### src/design/sih_pkg.sv
package sih_pkg;

	localparam int STORE_BYTES = 4096;
	localparam int TABLE_SLOTS = 256;
	localparam int MAX_LEN = 255;

	localparam int AW = $clog2(STORE_BYTES);
	localparam int SW = $clog2(TABLE_SLOTS);
	localparam int LW = $clog2(MAX_LEN + 2);
	localparam int FW = $clog2(STORE_BYTES + 1);
	localparam int CW = $clog2(TABLE_SLOTS + 1);
	localparam int KW = $clog2(MAX_LEN);

	localparam logic [31:0] FNV_BASIS = 32'd2166136261;
	localparam logic [31:0] FNV_PRIME = 32'd16777619;

	localparam logic [2:0] ST_FOUND = 3'd0;
	localparam logic [2:0] ST_INSERTED = 3'd1;
	localparam logic [2:0] ST_TABLE_FULL = 3'd2;
	localparam logic [2:0] ST_STORE_FULL = 3'd3;
	localparam logic [2:0] ST_TOO_LONG = 3'd4;

	// Commands from the controller to the datapath.
	typedef struct packed {
		logic absorb;      // fold the input byte into hash and staging
		logic start;       // latch hash and length, set the probe slot
		logic slot_rd;     // read the slot table at the probe slot
		logic next_slot;   // step the probe slot
		logic cmp_begin;   // clear the compare index
		logic cmp_rd;      // read store and staging at compare index
		logic cmp_step;    // advance the compare index
		logic wr_begin;    // clear the copy index
		logic wr_step;     // write one byte into the store
		logic commit;      // record the new slot and advance the fill
		logic clear_str;   // return the hash and length to reset values
	} sih_cmd_t;

	// Status from the datapath to the controller.
	typedef struct packed {
		logic too_long;
		logic slot_valid;
		logic meta_match;
		logic cmp_done;
		logic cmp_equal;
		logic wr_done;
		logic table_full;
		logic store_full;
		logic probe_wrapped;
	} sih_sts_t;

endpackage

### src/design/sih_ctrl.sv
module sih_ctrl (
	input  logic               clk,
	input  logic               arst_n,
	input  logic               in_valid,
	output logic               in_ready,
	input  logic               has_byte,
	input  logic               last,
	input  logic               out_slot_free,
	input  sih_pkg::sih_sts_t  sts,
	output sih_pkg::sih_cmd_t  cmd,
	output logic               res_load,
	output logic [2:0]         res_status,
	output logic               res_use_slot_off
);

	typedef enum logic [8:0] {
		S_IDLE   = 9'b000000001,
		S_START  = 9'b000000010,
		S_SLOT   = 9'b000000100,
		S_CHECK  = 9'b000001000,
		S_CMPRD  = 9'b000010000,
		S_CMP    = 9'b000100000,
		S_WRITE  = 9'b001000000,
		S_COMMIT = 9'b010000000,
		S_DONE   = 9'b100000000
	} state_t;

	state_t state_q, state_d;
	logic [2:0] stat_q, stat_d;
	logic use_off_q, use_off_d;

	assign in_ready = (state_q == S_IDLE);
	assign res_status = stat_q;
	assign res_use_slot_off = use_off_q;

	always_comb begin
		state_d = state_q;
		stat_d = stat_q;
		use_off_d = use_off_q;
		cmd = '0;
		res_load = 1'b0;
		case (state_q)
			S_IDLE: begin
				if (in_valid) begin
					cmd.absorb = has_byte;
					if (last) begin
						state_d = S_START;
					end
				end
			end
			S_START: begin
				cmd.start = 1'b1;
				state_d = S_SLOT;
			end
			S_SLOT: begin
				if (sts.too_long) begin
					stat_d = sih_pkg::ST_TOO_LONG;
					use_off_d = 1'b0;
					state_d = S_DONE;
				end else begin
					cmd.slot_rd = 1'b1;
					state_d = S_CHECK;
				end
			end
			S_CHECK: begin
				if (!sts.slot_valid) begin
					if (sts.table_full) begin
						stat_d = sih_pkg::ST_TABLE_FULL;
						use_off_d = 1'b0;
						state_d = S_DONE;
					end else if (sts.store_full) begin
						stat_d = sih_pkg::ST_STORE_FULL;
						use_off_d = 1'b0;
						state_d = S_DONE;
					end else begin
						cmd.wr_begin = 1'b1;
						state_d = S_WRITE;
					end
				end else if (sts.meta_match) begin
					cmd.cmp_begin = 1'b1;
					state_d = S_CMPRD;
				end else begin
					cmd.next_slot = 1'b1;
					if (sts.probe_wrapped) begin
						stat_d = sih_pkg::ST_TABLE_FULL;
						use_off_d = 1'b0;
						state_d = S_DONE;
					end else begin
						state_d = S_SLOT;
					end
				end
			end
			S_CMPRD: begin
				if (sts.cmp_done) begin
					stat_d = sih_pkg::ST_FOUND;
					use_off_d = 1'b1;
					state_d = S_DONE;
				end else begin
					cmd.cmp_rd = 1'b1;
					state_d = S_CMP;
				end
			end
			S_CMP: begin
				if (sts.cmp_equal) begin
					cmd.cmp_step = 1'b1;
					state_d = S_CMPRD;
				end else begin
					cmd.next_slot = 1'b1;
					if (sts.probe_wrapped) begin
						stat_d = sih_pkg::ST_TABLE_FULL;
						use_off_d = 1'b0;
						state_d = S_DONE;
					end else begin
						state_d = S_SLOT;
					end
				end
			end
			S_WRITE: begin
				cmd.wr_step = 1'b1;
				if (sts.wr_done) begin
					state_d = S_COMMIT;
				end
			end
			S_COMMIT: begin
				cmd.commit = 1'b1;
				stat_d = sih_pkg::ST_INSERTED;
				use_off_d = 1'b1;
				state_d = S_DONE;
			end
			S_DONE: begin
				if (out_slot_free) begin
					res_load = 1'b1;
					cmd.clear_str = 1'b1;
					state_d = S_IDLE;
				end
			end
			default: state_d = S_IDLE;
		endcase
	end

	always_ff @(posedge clk or negedge arst_n) begin
		if (!arst_n) begin
			state_q <= S_IDLE;
			stat_q <= sih_pkg::ST_FOUND;
			use_off_q <= 1'b0;
		end else begin
			state_q <= state_d;
			stat_q <= stat_d;
			use_off_q <= use_off_d;
		end
	end

endmodule

### config.mk
export PLATFORM = sky130hd
export DESIGN_NAME = sih_ctrl
export DESIGN_NICKNAME = d
export VERILOG_FILES = /design/src/design/sih_pkg.sv /design/src/design/sih_ctrl.sv
export SDC_FILE = /design/constraint.sdc
export NUM_CORES = 1
export LEC_CHECK = 0
export BUFFER_PORTS_ARGS = -buffer_cell sky130_fd_sc_hd__buf_4
export CORE_ASPECT_RATIO = 1.25
export CORE_MARGIN = 4
export CORE_UTILIZATION = 49
export DETAILED_ROUTE_END_ITERATION = 16
export PLACE_DENSITY = 0.89
export REMOVE_ABC_BUFFERS = 1
export SYNTH_ARGS = -nofsm -noshare
export SYNTH_HDL_FRONTEND = slang
export SYNTH_SLANG_ARGS = --single-unit
### constraint.sdc
create_clock -name clk -period 2.6 [get_ports clk]
set_clock_uncertainty 0.05 [all_clocks]
set_input_delay 0.39 -clock clk [delete_from_list [all_inputs] [get_ports clk]]
set_output_delay 0.39 -clock clk [all_outputs]
set_load 0.02 [all_outputs]
## Word level (Yosys, flattened, before mapping)

Index checks and enable logic that the tools add are counted.

| operators by class | value |
|---|---|
| equality and inequality tests | 18 |
| muxes and demuxes | 54 |
| reductions and logical operators | 3 |

Operator list:

| operator | count |
|---|---|
| two-way mux 9 bit | 12 |
| one-hot mux 9 bit (9 select lines) | 1 |
| two-way mux 1 bit | 29 |
| two-way mux 3 bit | 8 |
| one-hot mux 3 bit (5 select lines) | 1 |
| inequality test 2 bit (second input constant) | 6 |
| == test 9 x 1 -> 1 bit (second input constant) | 1 |
| == test 9 x 2 -> 1 bit (second input constant) | 1 |
| == test 9 x 3 -> 1 bit (second input constant) | 1 |
| == test 9 x 4 -> 1 bit (second input constant) | 1 |
| == test 9 x 5 -> 1 bit (second input constant) | 1 |
| == test 9 x 6 -> 1 bit (second input constant) | 1 |
| == test 9 x 7 -> 1 bit (second input constant) | 1 |
| == test 9 x 8 -> 1 bit (second input constant) | 1 |
| == test 9 bit (second input constant) | 1 |
| AND reduction 6 bit | 1 |
| one-hot mux 1 bit (5 select lines) | 1 |
| nonzero test 5 bit | 1 |
| inequality test 4 bit (second input constant) | 1 |
| AND reduction 4 bit | 1 |
| inequality test 3 bit (second input constant) | 1 |
| two-way mux 2 bit | 1 |
| inequality test 2 x 1 -> 1 bit (second input constant) | 1 |
| one-hot mux 1 bit (2 select lines) | 1 |

| word-level totals | value |
|---|---|
| flip-flop bits (word level) | 13 |
| input bits | 15 |
| output and inout port bits | 17 |
| word-level logic and storage cells | 78 |

## Longest topological paths before layout

| depth | value |
|---|---|
| word-level depth | 4 |
| depth in mapped cells | 6 |

## Worst setup path before layout

No wires, ideal clock.

| timing path | value |
|---|---|
| path type | register -> output |
| start point | register state_q[1] |
| end point | output port cmd[10] (netlist bit) |
| arrival time | 2.085 ns |
| setup slack | 0.075 ns |
| cell stages (with the launch flop) | 6 |
| path buffers | 1 |
| cell sequence | dfrtp_1 -> buf_2 -> nor4_1 -> nand2_1 -> nor3b_1 -> and3_1 |

RTL lines:

| item | RTL line | RTL |
|---|---|---|
| start, declared | sih_ctrl.sv:28 | `state_t state_q, state_d;` |
| start signal, assigned | sih_ctrl.sv:147 | `state_q <= state_d;` |
| end, declared | sih_ctrl.sv:10 | `output sih_pkg::sih_cmd_t cmd,` |

==> flow_summary.ini <==
[outcome]
outcome = completed

[sta]
hold_violations = 0
period_share = 0.942
finalSetupTns_ps = 0
maxSlewHeadroom = 0.596
clock.fmax_mhz = 408
rsz0062_at_grt = false
worstMarginPinSlew_ps = 601
min_period_ps = 2450
whs_ps = 216
finalSetupViolCount = 0
setup_ws_ps = 151
finalMaxSlewViolations = 0

[pwr]
p_per_area_nw_per_um2 = 766
ir_drop_mv = 0.590
p_leak_uw = 0.000629
totalPowerFinal_uw = 944

[yosys]
yosysTopAreaCellShare = 0.313
ys_warn_count = 0
yosysSeqAreaShare = 0.340
ys_ff_latch = 13
synth_cell_types = 40
synth_area_leader_cell = dfrtp_1
synthCells = 116
ys_top_cells_by_area = dfrtp_1 31%, nor3_1 5.2%, nor2_1 4.3%, xor2_1 3.6%, and3_1 3.3%
avgSynthCellArea_um2 = 8.28
syn_area_um2 = 961

[cts]
cts_root_buffer = clkbuf_4
cts_buffers = 3
clock_path_buffers = 2
clkLatencyLatePin_ps = 280
cts_tree = yes
cts_setup_buffers = 0
cts_sinks = 13
ctsHtreeMaxLevel = 1
clk_pin_slew_worst_paths_ps = 80

[routing]
firstDrtPassIters = 4
route.detailed.drc = 0
antenna_left = 0
drt_wl_total_mm = 2.53
vias = 1009
wire_per_inst_um = 15.4
drt-vias-per-instance = 6.15
drt-initial-drc-count = 69

[placed_design]
numPortBuffers = 31
routabilityCongestion = 0.870
dp_hpwl_mm = 2.00
dp_slack_ps = 135

[layout]
drive_gt1_frac = 0.310
antenna_cells = 0
layout_common_cells = 32 x buf_4, 12 x dfrtp_1, 11 x nor2_1
areaGrowthSynthToFinish_pct = 28.3
fill_cells = 150
multi_input_area_um2 = 579
final_common_cell = buf_4
regArea_um2 = 327
nets = 161

[critical_path]
cp-end-kind = output pin
cp_data_required_time_ps = 2160
worst-path-max-fanout = 11
r2r_cells = 5
worstSetupPathType = register to output pin
crit_arrival_ps = 2010
critPathLaunchType = register

[global_route]
grt_max_degree = 14
overflow = 0
antenna_found_initial = 0
grt_pass1_vias = 995
track_usage = 0.206
grt_pass1_wl_mm = 4.16

[hold_path]
hold_path_class = input port to register
hold_depth = 2

[floorplan]
dieArea_um2 = 2740
start_util = 0.531
dieHeight_um = 57.5
std_cell_rows = 17
die_x_um = 47.6
core_region_area_um2 = 1810
pin_count = 32

[job]
cap_violations = 0
## power breakdown
group / total (uW) / internal [uW] / switching (uW)
combinational: 483 / 217 / 265
clock: 127 / 59.6 / 67.4
sequential: 335 / 261 / 73.6
## cell usage after synthesis
cell,n
buf_4,1
nand4_1,4
nor2_1,11
and3_1,5
dfstp_2,1
or2_2,2
or4_4,1
a2bb2oi_1,1
inv_1,7
o21ai_0,5
nor4_2,1
o21a_1,1
nor3_2,2
o32ai_1,1
o31ai_1,3
nor4b_1,1
nand2b_1,1
a211o_2,1
nand2_1,3
and4b_1,1
nor3_1,10
nor2b_1,3
or2_0,1
o2bb2ai_1,1
a21o_1,1
xor2_1,4
and4_1,2
nor4_1,3
or4b_1,1
or4bb_1,1
o22ai_1,1
dfrtp_1,12
buf_2,6
nand3_1,5
and2_1,1
nor3b_1,1
a21oi_1,6
or4_1,1
buf_6,1
o32a_1,2
## critical path: stages, from the launching register on
cell     delay (ps)
dfrtp_1         520
or4_4           570
nor2_1          240
nand3_1         130
nor2_1          120
buf_4           150
## routing by layer
layer / global-route usage / vias to the layer above / share of wire
met5: 0 / - / 0
met4: 0.0808 / 0 / 0.025
met3: 0.0410 / 9 / 0.080
met2: 0.354 / 45 / 0.52
met1: 0.239 / 462 / 0.38
li1: - / 493 / -
## path summary, 6_finish.rpt
| kind | startpoint | end | slack [ps] |
|---|---|---|---|
| worst max-delay path | state_q[3] | cmd[8] | 150 |
| min in group asynchronous | arst_n | state_q[3] | 430 |
| worst max register to register | state_q[3] | res_use_slot_off | 550 |
| worst min register to register | res_status[1] | res_status[1] | 470 |
| max in group asynchronous | arst_n | state_q[0] | 1830 |
| worst min-delay path | sts[8] | state_q[3] | 220 |
## what timing repair did
item,CTS,global route
endpoints found under the hold margin,12,0
resized for setup,1,2
hold buffers,1,0
endpoints found under the setup margin,4,2
## cell families after synthesis
family          count (synthesis)  share of synthesized area
compound gates                 23                      0.161
buf+inv                        15                     0.0781
simple gates                   61                      0.384
flops                          13                      0.340
xor+xnor                        4                     0.0365
## sequential cells by signal, summed over array words and instances, names as in the netlist
| name | flops |
|---|---|
| res_use_slot_off | 1 |
| res_status | 3 |
| state_q | 9 |
## through the flow
step | instance area, um2 | utilization | cells
floorplan | 912 | - | 108
global placement | 1180 | 0.651 | 159
detailed placement | 1180 | 0.651 | 159
CTS | 1220 | 0.674 | 164
global route | 1230 | 0.682 | 164
finish | 1230 | 0.682 | 164
## cell type report
| type | count | area share |
|---|---|---|
| flip-flops and latches | 13 | 0.265 |
| repair buffers | 33 | 0.203 |
| inverters | 7 | 0.0213 |
| multi-input cells | 88 | 0.470 |
| well taps | 19 | 0.0193 |
| clock buffers | 4 | 0.0213 |
Power figures use the tool's default switching activity.
